<file path="config.mk">
export PLATFORM = sky130hd
export DESIGN_NAME = piece_to_file_block_segmenter_top
export DESIGN_NICKNAME = d
export VERILOG_FILES = /design/src/rtl/pfbs_pkg.sv /design/src/rtl/pfbs_size_mem.sv /design/src/rtl/pfbs_mul.sv /design/src/rtl/pfbs_walker.sv /design/src/rtl/piece_to_file_block_segmenter_top.sv
export SDC_FILE = /design/constraint.sdc
export NUM_CORES = 2
export LEC_CHECK = 0
export BUFFER_PORTS_ARGS = -buffer_cell sky130_fd_sc_hd__buf_2
export CAP_MARGIN = 20
export CORE_UTILIZATION = 34
export DETAILED_ROUTE_END_ITERATION = 10
export HOLD_SLACK_MARGIN = 0.12
export PLACE_DENSITY_LB_ADDON = 0.15
export SYNTH_ARGS = -nofsm -noshare
export SYNTH_HDL_FRONTEND = slang
export SYNTH_HIERARCHICAL = 1
export SYNTH_SLANG_ARGS = --single-unit
</file>
<file path="constraint.sdc">
create_clock -name clk -period 20.2 [get_ports clk]
set_clock_uncertainty 0.15 [all_clocks]
set_input_delay 1.01 -clock clk [delete_from_list [all_inputs] [get_ports clk]]
set_output_delay 1.01 -clock clk [all_outputs]
set_load 0.005 [all_outputs]
</file>
<file path="src/rtl/pfbs_pkg.sv">
// shared widths, codes and types of the piece-to-file block segmenter
`default_nettype none

package pfbs_pkg;

  localparam int DEF_MAX_FILES  = 16;
  localparam int DEF_BLOCK_SIZE = 16384;
  localparam int DEF_MAX_BLOCKS = 16;

  localparam int SIZE_W  = 48;
  localparam int PLEN_W  = 19;
  localparam int FCNT_W  = 5;
  localparam int PIDX_W  = 32;
  localparam int SLOT_W  = 4;
  localparam int BEGIN_W = 18;
  localparam int LEN_W   = 15;
  localparam int PROD_W  = PLEN_W + PIDX_W;
  localparam int HALF_W  = PIDX_W / 2;

  localparam int MAX_RES = 32;
  localparam int NRES_W  = 6;

  localparam int IN_TDATA_W  = ((SLOT_W + SIZE_W + PIDX_W + 7) / 8) * 8;
  localparam int OUT_TDATA_W = ((BEGIN_W + SLOT_W + SIZE_W + LEN_W + 7) / 8) * 8;
  localparam int OUT_TUSER_W = 2;
  localparam int CFG_IDX_W   = 1;

  localparam logic KIND_LOAD    = 1'b0;
  localparam logic KIND_REQUEST = 1'b1;

  localparam logic [CFG_IDX_W-1:0] CFG_PLEN       = 1'd0;
  localparam logic [CFG_IDX_W-1:0] CFG_FILE_COUNT = 1'd1;

  localparam logic [PLEN_W-1:0] PLEN_RESET = 19'd262144;

  typedef struct packed {
    logic [PLEN_W-1:0] plen;
    logic [FCNT_W-1:0] file_count;
  } pfbs_cfg_t;

  typedef struct packed {
    logic              kind;
    logic [SLOT_W-1:0] slot;
    logic [SIZE_W-1:0] size;
    logic [PIDX_W-1:0] pnum;
  } pfbs_item_t;

  typedef struct packed {
    logic               seg_valid;
    logic               block_end;
    logic               last;
    logic [BEGIN_W-1:0] block_begin;
    logic [SLOT_W-1:0]  slot;
    logic [SIZE_W-1:0]  file_offset;
    logic [LEN_W-1:0]   seg_len;
  } pfbs_res_t;

endpackage

`default_nettype wire

</file>
<file path="src/rtl/pfbs_size_mem.sv">
// file size table, one write port and one registered read port
`default_nettype none

module pfbs_size_mem #(
  parameter int MAX_FILES = pfbs_pkg::DEF_MAX_FILES,
  localparam int AW = $clog2(MAX_FILES)
) (
  input  logic                        clk,
  input  logic                        wr_en,
  input  logic [AW-1:0]               wr_addr,
  input  logic [pfbs_pkg::SIZE_W-1:0] wr_data,
  input  logic [AW-1:0]               rd_addr,
  output logic [pfbs_pkg::SIZE_W-1:0] rd_data
);
  import pfbs_pkg::*;

  logic [SIZE_W-1:0] mem [MAX_FILES];

  always_ff @(posedge clk) begin
    if (wr_en) begin
      mem[wr_addr] <= wr_data;
    end
  end

  always_ff @(posedge clk) begin
    rd_data <= mem[rd_addr];
  end

endmodule

`default_nettype wire

</file>
<file path="src/rtl/pfbs_mul.sv">
// piece start multiplier, two 19x16 partial products accumulated in turn
`default_nettype none

module pfbs_mul (
  input  logic                        clk,
  input  logic                        rst,
  input  logic                        start,
  input  logic [pfbs_pkg::PLEN_W-1:0] a,
  input  logic [pfbs_pkg::PIDX_W-1:0] b,
  output logic                        done,
  output logic [pfbs_pkg::PROD_W-1:0] product
);
  import pfbs_pkg::*;

  logic [PLEN_W-1:0]        a_r;
  logic [HALF_W-1:0]        b_hi;
  logic [PLEN_W+HALF_W-1:0] pp;
  logic [PROD_W-1:0]        acc;
  logic                     ph1;
  logic                     ph2;
  logic [PLEN_W-1:0]        mul_a;
  logic [HALF_W-1:0]        mul_b;

  assign mul_a   = start ? a : a_r;
  assign mul_b   = start ? b[HALF_W-1:0] : b_hi;
  assign product = acc;

  always_ff @(posedge clk) begin
    if (rst) begin
      ph1  <= 1'b0;
      ph2  <= 1'b0;
      done <= 1'b0;
    end else begin
      ph1  <= start;
      ph2  <= ph1;
      done <= ph2;
    end
  end

  always_ff @(posedge clk) begin
    if (start) begin
      a_r  <= a;
      b_hi <= b[PIDX_W-1:HALF_W];
    end
    pp <= mul_a * mul_b;
    if (ph1) begin
      acc <= PROD_W'(pp);
    end else if (ph2) begin
      acc <= acc + PROD_W'({pp, {HALF_W{1'b0}}});
    end
  end

endmodule

`default_nettype wire

</file>
<file path="src/rtl/pfbs_walker.sv">
// sequencer: table writes, piece start search and segment emission
`default_nettype none

module pfbs_walker #(
  parameter int MAX_FILES  = pfbs_pkg::DEF_MAX_FILES,
  parameter int BLOCK_SIZE = pfbs_pkg::DEF_BLOCK_SIZE,
  parameter int MAX_BLOCKS = pfbs_pkg::DEF_MAX_BLOCKS,
  localparam int AW = $clog2(MAX_FILES)
) (
  input  logic                        clk,
  input  logic                        rst,
  input  logic                        in_valid,
  output logic                        in_ready,
  input  pfbs_pkg::pfbs_item_t        in_item,
  input  pfbs_pkg::pfbs_cfg_t         cfg,
  output logic                        out_valid,
  input  logic                        out_ready,
  output pfbs_pkg::pfbs_res_t         out_res,
  output logic                        mem_wr_en,
  output logic [AW-1:0]               mem_wr_addr,
  output logic [pfbs_pkg::SIZE_W-1:0] mem_wr_data,
  output logic [AW-1:0]               mem_rd_addr,
  input  logic [pfbs_pkg::SIZE_W-1:0] mem_rd_data,
  output logic                        mul_start,
  output logic [pfbs_pkg::PLEN_W-1:0] mul_a,
  output logic [pfbs_pkg::PIDX_W-1:0] mul_b,
  input  logic                        mul_done,
  input  logic [pfbs_pkg::PROD_W-1:0] mul_product
);
  import pfbs_pkg::*;

  localparam int CW       = $clog2(MAX_FILES + 1);
  localparam int CUR_W    = $clog2(BLOCK_SIZE + 1);
  localparam int PLEN_CAP = MAX_BLOCKS * BLOCK_SIZE;

  typedef enum logic [4:0] {
    ST_IDLE   = 5'b00001,
    ST_MUL    = 5'b00010,
    ST_SEARCH = 5'b00100,
    ST_EMIT   = 5'b01000,
    ST_SKIPZ  = 5'b10000
  } state_t;

  state_t            state, state_next;
  logic [CW-1:0]     cnt, cnt_next;
  logic [CW-1:0]     idx, idx_next;
  logic [PROD_W-1:0] skip, skip_next;
  logic [SIZE_W-1:0] off, off_next;
  logic [PLEN_W-1:0] left, left_next;
  logic [CUR_W-1:0]  cur, cur_next;
  logic [PLEN_W-1:0] blk_begin, blk_begin_next;
  logic [NRES_W-1:0] nres, nres_next;
  logic              close_r, close_next;
  pfbs_res_t         res_next;
  logic              out_valid_next;

  logic [PLEN_W-1:0] plen_cl;
  logic [CW-1:0]     cnt_cl;
  logic [SIZE_W-1:0] size;
  logic [SIZE_W-1:0] avail;
  logic [PLEN_W-1:0] bs_room;
  logic [PLEN_W-1:0] room;
  logic              exhaust;
  logic [PLEN_W-1:0] take;
  logic [PLEN_W-1:0] left_dec;
  logic [NRES_W-1:0] nres_inc;
  logic [CW-1:0]     idx_inc;
  logic              out_free;
  logic              accept;
  logic              is_last;

  assign plen_cl = (int'(cfg.plen) > PLEN_CAP) ? PLEN_W'(PLEN_CAP) : cfg.plen;
  assign cnt_cl  = (int'(cfg.file_count) > MAX_FILES) ? CW'(MAX_FILES) : CW'(cfg.file_count);

  assign size     = mem_rd_data;
  assign avail    = size - off;
  assign bs_room  = PLEN_W'(BLOCK_SIZE) - PLEN_W'(cur);
  assign room     = (left < bs_room) ? left : bs_room;
  assign exhaust  = (avail <= SIZE_W'(room));
  assign take     = exhaust ? avail[PLEN_W-1:0] : room;
  assign left_dec = left - take;
  assign nres_inc = nres + NRES_W'(1);
  assign idx_inc  = idx + CW'(1);
  assign out_free = !out_valid || out_ready;

  assign in_ready = (state == ST_IDLE);
  assign accept   = in_valid && in_ready;

  assign mul_start = accept && (in_item.kind == KIND_REQUEST);
  assign mul_a     = plen_cl;
  assign mul_b     = in_item.pnum;

  assign mem_wr_en   = accept && (in_item.kind == KIND_LOAD) &&
                       (32'(in_item.slot) < MAX_FILES);
  assign mem_wr_addr = AW'(in_item.slot);
  assign mem_wr_data = in_item.size;
  assign mem_rd_addr = idx_next[AW-1:0];

  always_comb begin
    state_next     = state;
    cnt_next       = cnt;
    idx_next       = idx;
    skip_next      = skip;
    off_next       = off;
    left_next      = left;
    cur_next       = cur;
    blk_begin_next = blk_begin;
    nres_next      = nres;
    close_next     = close_r;
    res_next       = out_res;
    out_valid_next = out_valid && !out_ready;
    is_last        = 1'b0;

    case (state)
      ST_IDLE: begin
        if (accept && in_item.kind == KIND_REQUEST) begin
          cnt_next       = cnt_cl;
          left_next      = plen_cl;
          cur_next       = '0;
          blk_begin_next = '0;
          nres_next      = '0;
          idx_next       = '0;
          off_next       = '0;
          state_next     = ST_MUL;
        end
      end

      ST_MUL: begin
        if (mul_done) begin
          skip_next  = mul_product;
          state_next = ST_SEARCH;
        end
      end

      ST_SEARCH: begin
        if (idx >= cnt) begin
          state_next = ST_EMIT;
        end else if (skip == '0) begin
          if (size == '0) begin
            idx_next = idx_inc;
          end else begin
            state_next = ST_EMIT;
          end
        end else if (PROD_W'(size) > skip) begin
          off_next   = skip[SIZE_W-1:0];
          skip_next  = '0;
          state_next = ST_EMIT;
        end else begin
          skip_next = skip - PROD_W'(size);
          idx_next  = idx_inc;
        end
      end

      ST_EMIT: begin
        if (out_free) begin
          if (left == '0 || idx >= cnt) begin
            // piece lies beyond the stored data or has zero length
            res_next       = '0;
            res_next.last  = 1'b1;
            out_valid_next = 1'b1;
            state_next     = ST_IDLE;
          end else begin
            res_next.seg_valid   = 1'b1;
            res_next.block_begin = blk_begin[BEGIN_W-1:0];
            res_next.slot        = SLOT_W'(idx);
            res_next.file_offset = off;
            res_next.seg_len     = take[LEN_W-1:0];
            left_next            = left_dec;
            nres_next            = nres_inc;
            if (take == room) begin
              cur_next       = '0;
              blk_begin_next = blk_begin + PLEN_W'(BLOCK_SIZE);
            end else begin
              cur_next = cur + CUR_W'(take);
            end
            if (!exhaust) begin
              is_last            = (left_dec == '0) || (nres_inc == NRES_W'(MAX_RES));
              off_next           = off + SIZE_W'(take);
              res_next.block_end = 1'b1;
              res_next.last      = is_last;
              out_valid_next     = 1'b1;
              state_next         = is_last ? ST_IDLE : ST_EMIT;
            end else begin
              // file used up, skip empty files before closing the segment
              idx_next           = idx_inc;
              off_next           = '0;
              close_next         = (take == room);
              res_next.block_end = 1'b0;
              res_next.last      = 1'b0;
              state_next         = ST_SKIPZ;
            end
          end
        end
      end

      ST_SKIPZ: begin
        if (idx < cnt && size == '0) begin
          idx_next = idx_inc;
        end else begin
          is_last            = (left == '0) || (idx >= cnt) || (nres == NRES_W'(MAX_RES));
          res_next.block_end = close_r || (idx >= cnt);
          res_next.last      = is_last;
          out_valid_next     = 1'b1;
          state_next         = is_last ? ST_IDLE : ST_EMIT;
        end
      end

      default: begin
        state_next = ST_IDLE;
      end
    endcase
  end

  always_ff @(posedge clk) begin
    if (rst) begin
      state     <= ST_IDLE;
      out_valid <= 1'b0;
    end else begin
      state     <= state_next;
      out_valid <= out_valid_next;
    end
  end

  always_ff @(posedge clk) begin
    cnt       <= cnt_next;
    idx       <= idx_next;
    skip      <= skip_next;
    off       <= off_next;
    left      <= left_next;
    cur       <= cur_next;
    blk_begin <= blk_begin_next;
    nres      <= nres_next;
    close_r   <= close_next;
    out_res   <= res_next;
  end

endmodule

`default_nettype wire

</file>
<file path="src/rtl/piece_to_file_block_segmenter_top.sv">
// top level of the piece-to-file block segmenter
`default_nettype none

// Keeps a table of file sizes laid end to end and turns a piece request into
// block requests split at file boundaries. A load item writes one table entry.
// A request runs the piece start multiply, settles the start, steps over
// table entries (entries passed while finding the start, entries used up by a
// segment and empty entries skipped) and emits its segments; the single read
// port of the size table sets the walk. The next item is taken once the final
// result of a request sits in the output register. The user must write
// settings through the cfg port only while no request is active; the block
// itself does not enforce this.
module piece_to_file_block_segmenter_top #(
  parameter int MAX_FILES  = pfbs_pkg::DEF_MAX_FILES,
  parameter int BLOCK_SIZE = pfbs_pkg::DEF_BLOCK_SIZE,
  parameter int MAX_BLOCKS = pfbs_pkg::DEF_MAX_BLOCKS
) (
  input  logic                             clk,
  input  logic                             rst,
  input  logic                             s_axis_tvalid,
  output logic                             s_axis_tready,
  // file_slot, file_size, piece_num
  input  logic [pfbs_pkg::IN_TDATA_W-1:0]  s_axis_tdata,
  // kind
  input  logic                             s_axis_tuser,
  output logic                             m_axis_tvalid,
  input  logic                             m_axis_tready,
  // block_begin, out_file_slot, file_offset, segment_length
  output logic [pfbs_pkg::OUT_TDATA_W-1:0] m_axis_tdata,
  // segment_valid, block_end
  output logic [pfbs_pkg::OUT_TUSER_W-1:0] m_axis_tuser,
  output logic                             m_axis_tlast,
  input  logic                             cfg_valid,
  output logic                             cfg_ready,
  input  logic [pfbs_pkg::CFG_IDX_W-1:0]   cfg_index,
  input  logic [pfbs_pkg::PLEN_W-1:0]      cfg_data
);
  import pfbs_pkg::*;

  localparam int AW = $clog2(MAX_FILES);

  pfbs_cfg_t         cfg;
  pfbs_item_t        in_item;
  pfbs_res_t         res;
  logic              mem_wr_en;
  logic [AW-1:0]     mem_wr_addr;
  logic [SIZE_W-1:0] mem_wr_data;
  logic [AW-1:0]     mem_rd_addr;
  logic [SIZE_W-1:0] mem_rd_data;
  logic              mul_start;
  logic [PLEN_W-1:0] mul_a;
  logic [PIDX_W-1:0] mul_b;
  logic              mul_done;
  logic [PROD_W-1:0] mul_product;

  assign cfg_ready = 1'b1;

  always_ff @(posedge clk) begin
    if (rst) begin
      cfg.plen       <= PLEN_RESET;
      cfg.file_count <= '0;
    end else if (cfg_valid) begin
      case (cfg_index)
        CFG_PLEN:       cfg.plen       <= cfg_data;
        CFG_FILE_COUNT: cfg.file_count <= cfg_data[FCNT_W-1:0];
        default: ;
      endcase
    end
  end

  assign in_item.kind = s_axis_tuser;
  assign in_item.slot = s_axis_tdata[SLOT_W-1:0];
  assign in_item.size = s_axis_tdata[SLOT_W +: SIZE_W];
  assign in_item.pnum = s_axis_tdata[SLOT_W+SIZE_W +: PIDX_W];

  assign m_axis_tdata = OUT_TDATA_W'({res.seg_len, res.file_offset, res.slot,
                                      res.block_begin});
  assign m_axis_tuser = {res.block_end, res.seg_valid};
  assign m_axis_tlast = res.last;

  pfbs_size_mem #(
    .MAX_FILES (MAX_FILES)
  ) u_mem (
    .clk     (clk),
    .wr_en   (mem_wr_en),
    .wr_addr (mem_wr_addr),
    .wr_data (mem_wr_data),
    .rd_addr (mem_rd_addr),
    .rd_data (mem_rd_data)
  );

  pfbs_mul u_mul (
    .clk     (clk),
    .rst     (rst),
    .start   (mul_start),
    .a       (mul_a),
    .b       (mul_b),
    .done    (mul_done),
    .product (mul_product)
  );

  pfbs_walker #(
    .MAX_FILES  (MAX_FILES),
    .BLOCK_SIZE (BLOCK_SIZE),
    .MAX_BLOCKS (MAX_BLOCKS)
  ) u_walker (
    .clk         (clk),
    .rst         (rst),
    .in_valid    (s_axis_tvalid),
    .in_ready    (s_axis_tready),
    .in_item     (in_item),
    .cfg         (cfg),
    .out_valid   (m_axis_tvalid),
    .out_ready   (m_axis_tready),
    .out_res     (res),
    .mem_wr_en   (mem_wr_en),
    .mem_wr_addr (mem_wr_addr),
    .mem_wr_data (mem_wr_data),
    .mem_rd_addr (mem_rd_addr),
    .mem_rd_data (mem_rd_data),
    .mul_start   (mul_start),
    .mul_a       (mul_a),
    .mul_b       (mul_b),
    .mul_done    (mul_done),
    .mul_product (mul_product)
  );

endmodule

`default_nettype wire

</file>
==> results.json <==
{
  "status": "completed",
  "synth_area_leaders": "edfxtp_1 46%, fa_1 7.1%, mux4_2 6.4%",
  "timing.fmax_mhz": 79.1,
  "root_buffer": "clkbuf_16",
  "initial_core_util": 0.344,
  "slew_headroom": 0.240,
  "clockBufferDepth": 3,
  "vias": 44773,
  "synthArstFlopShare": 0,
  "drv_cap": 0,
  "grt_first_pass_wirelength_um": 306000,
  "cts-resized-gates": 0,
  "reg2reg_slack_ns": 7.55,
  "stdcell_count": 8460,
  "clock_sinks": 1198,
  "required_ns": 20.55,
  "worst_hold_startpoint": "s_axis_tdata[80]",
  "drc": 0,
  "ys_ff_latch": 1198,
  "h-tree-depth": 4,
  "critPathKind": "reg -> reg",
  "synthDistinctLibCells": 105,
  "crit_path_max_fanout": 37,
  "reg2reg_from": "u_walker/cur[0]",
  "core_area_mm2": 0.198,
  "cts_hold_buffers": 0,
  "fin_crit_ns": 12.65,
  "yosys.area.top_type_share": 0.460,
  "crit_slowest_cell": "or4b_2",
  "postCtsSetupBuffers": 0,
  "io_buffers": 185,
  "cts_tree": "done",
  "die_w_um": 449,
  "seq_area_frac_synth": 0.506,
  "min_period_over_period": 0.626,
  "dpl_cell_area_mm2": 0.0715,
  "crit_top_cell": "o21ai_0",
  "overflow": 0,
  "cts_buffers": 140,
  "holdPathEnd": "u_mul/b_hi[12]",
  "synth.largest_area_cell": "edfxtp_1",
  "finalWorstSetupSlack_ns": 7.55,
  "dpl.hpwl_um": 145000,
  "total_power_mw": 8.32,
  "ff2ff_path_depth": 44,
  "path_buf_inv": 5,
  "postLayoutCellArea_mm2": 0.0762,
  "die_area_mm2": 0.202,
  "min_path_cells": 1,
  "grt_pass1_vias": 45146,
  "critPathMaxStageDelay_ns": 0.73,
  "yosys_warnings": 6,
  "cp-end-kind": "register",
  "hold_path.class": "in -> reg",
  "drtPass1Iterations": 6,
  "p_per_area_mw_per_mm2": 109,
  "wl_per_cell_um": 24.5,
  "fin_setup_tns_ns": 0,
  "dp.cells": 8195,
  "row_count": 163,
  "pin_count": 208,
  "crit_family": "simple AND/OR/NAND/NOR gates",
  "finalHoldViolations": 0,
  "fin_util": 0.385,
  "nets": 6385,
  "synth_enable_flop_cells": 1043,
  "clkLatencyLatePin_ns": 0.80,
  "synth_area_mm2": 0.0681,
  "synthCells": 5597,
  "clk_pin_slew_ns": 0.07,
  "drtIter0Drc": 3593,
  "pre_cts_ws_ns": 7.85,
  "ir_worst_vdd_v": 0.0000869,
  "fillers": 19068,
  "grt_max_degree": 133,
  "p_leak_nw": 28.8,
  "finalMaxSlewViolations": 0,
  "drive_above_1_share": 0.135,
  "startpoint_type": "register",
  "place_congestion": 0.912,
  "r2r-end": "u_walker/off[44]",
  "antenna_left": 0,
  "rsz0062_at_grt": "false",
  "grt_antenna_before_repair": 17,
  "via_per_inst": 5.29,
  "whs_ns": 0.244,
  "arrival_ns": 12.99,
  "syn_avg_cell_area_um2": 12.2,
  "drt_wl_total_um": 207000,
  "grt_use_total": 0.203,
  "synthFlopType": "edfxtp_1",
  "worst_pin_slew_ns": 1.14,
  "fp.dieH_um": 449,
  "area_growth_pct": 12.0,
  "finalSetupViolations": 0
}
## cell type report
class	count	area, um^2	share of cell area
inverter	509	1910	0.0251
multi-input combinational	3583	30300	0.397
sequential	1198	34400	0.452
timing repair buffer	266	1570	0.0206
clock inverter	57	772	0.0101
clock buffer	203	3930	0.0516
tap	2640	3300	0.0433
antenna	4	10.0	0.000131
## power by group
group	leakage (nW)	switching, mW	total (mW)	internal (mW)
clock network	2.24	1.09	2.56	1.48
logic	15.8	1.73	2.73	0.999
registers	10.8	0.148	3.03	2.88
total	28.8	2.96	8.32	5.36
## cell families (layout without fill, tap and decap cells)
kind of cell,after synthesis,in the layout,share of synthesized area
buffers and inverters,831,1035,0.0535
DFF,1198,1198,0.506
xor gates and xnor gates,233,233,0.0300
and+or+nand+nor,1463,1463,0.102
adders and majority gates,573,573,0.132
AOI/OAI and AO/OA,1005,1005,0.0981
other,3,22,0.000165
muxes,291,291,0.0788
## synth_stat cells, types with 75 or more instances
library cell  count
a21o_1           90
a21oi_1         236
a22oi_1          97
buf_4           124
clkbuf_1        156
dfxtp_1         155
edfxtp_1       1043
fa_1            242
ha_1            331
inv_1           505
mux4_2          192
nand2_1         512
nand2b_1         75
nand3_1          91
nor2_1          373
nor3_1           75
o21ai_0         201
xnor2_1         143
xor2_1           90
## how the worst max path moves through the flow
stage,startpoint,cells past startpoint,slack [ns],end
final,u_walker/cur[0],44,7.55,u_walker/off[44]
after global routing,u_walker/cur[0],44,6.65,u_walker/off[46]
after CTS,u_walker/cur[0],44,7.80,u_walker/off[38]
after detailed placement,u_walker/cur[0],44,7.85,u_walker/off[38]
after global placement,u_walker/cur[0],44,7.86,u_walker/off[38]
after floorplan,u_walker/cur[4],43,9.49,u_walker/out_res[85]
## routing by layer
metal  GRT usage  vias up  routed length (um)  part of all wire
li1            -    20472                   -                 -
met1       0.287    22907               95400              0.46
met2       0.328     1137               96900              0.47
met3      0.0307      245               10300             0.050
met4      0.0488       12                4470             0.022
met5           0        -                  67           0.00032
## placed cells by master, fill, tap and decap left out, drive strengths merged, types with 60 or more instances in the layout
cell type,count
nand3,91
edfxtp,1043
clkbuf,203
and2,60
inv,507
a21o,91
nand2,513
xnor2,143
o21ai,226
xor2,90
ha,331
fa,242
dfxtp,155
a22oi,98
nor2,373
buf,266
nor3,76
mux2i,72
a21oi,240
nand2b,75
mux4,192
## flip-flops by register name (all words and copies together) (netlist names), 4 cells and up
signal,flops
u_walker/blk_begin,4
u_walker/cur,15
u_walker/skip,51
u_walker/state,5
u_mul/b_hi,16
u_mul/pp,35
u_walker/nres,6
u_mem/rd_data,48
u_walker/idx,5
u_mul/a_r,19
u_mem/mem,768
u_walker/left,19
u_walker/off,48
u_walker/cnt,5
u_mul/product,51
u_walker/out_res,74
cfg,24
No activity file was read; power rests on OpenSTA's default activity.
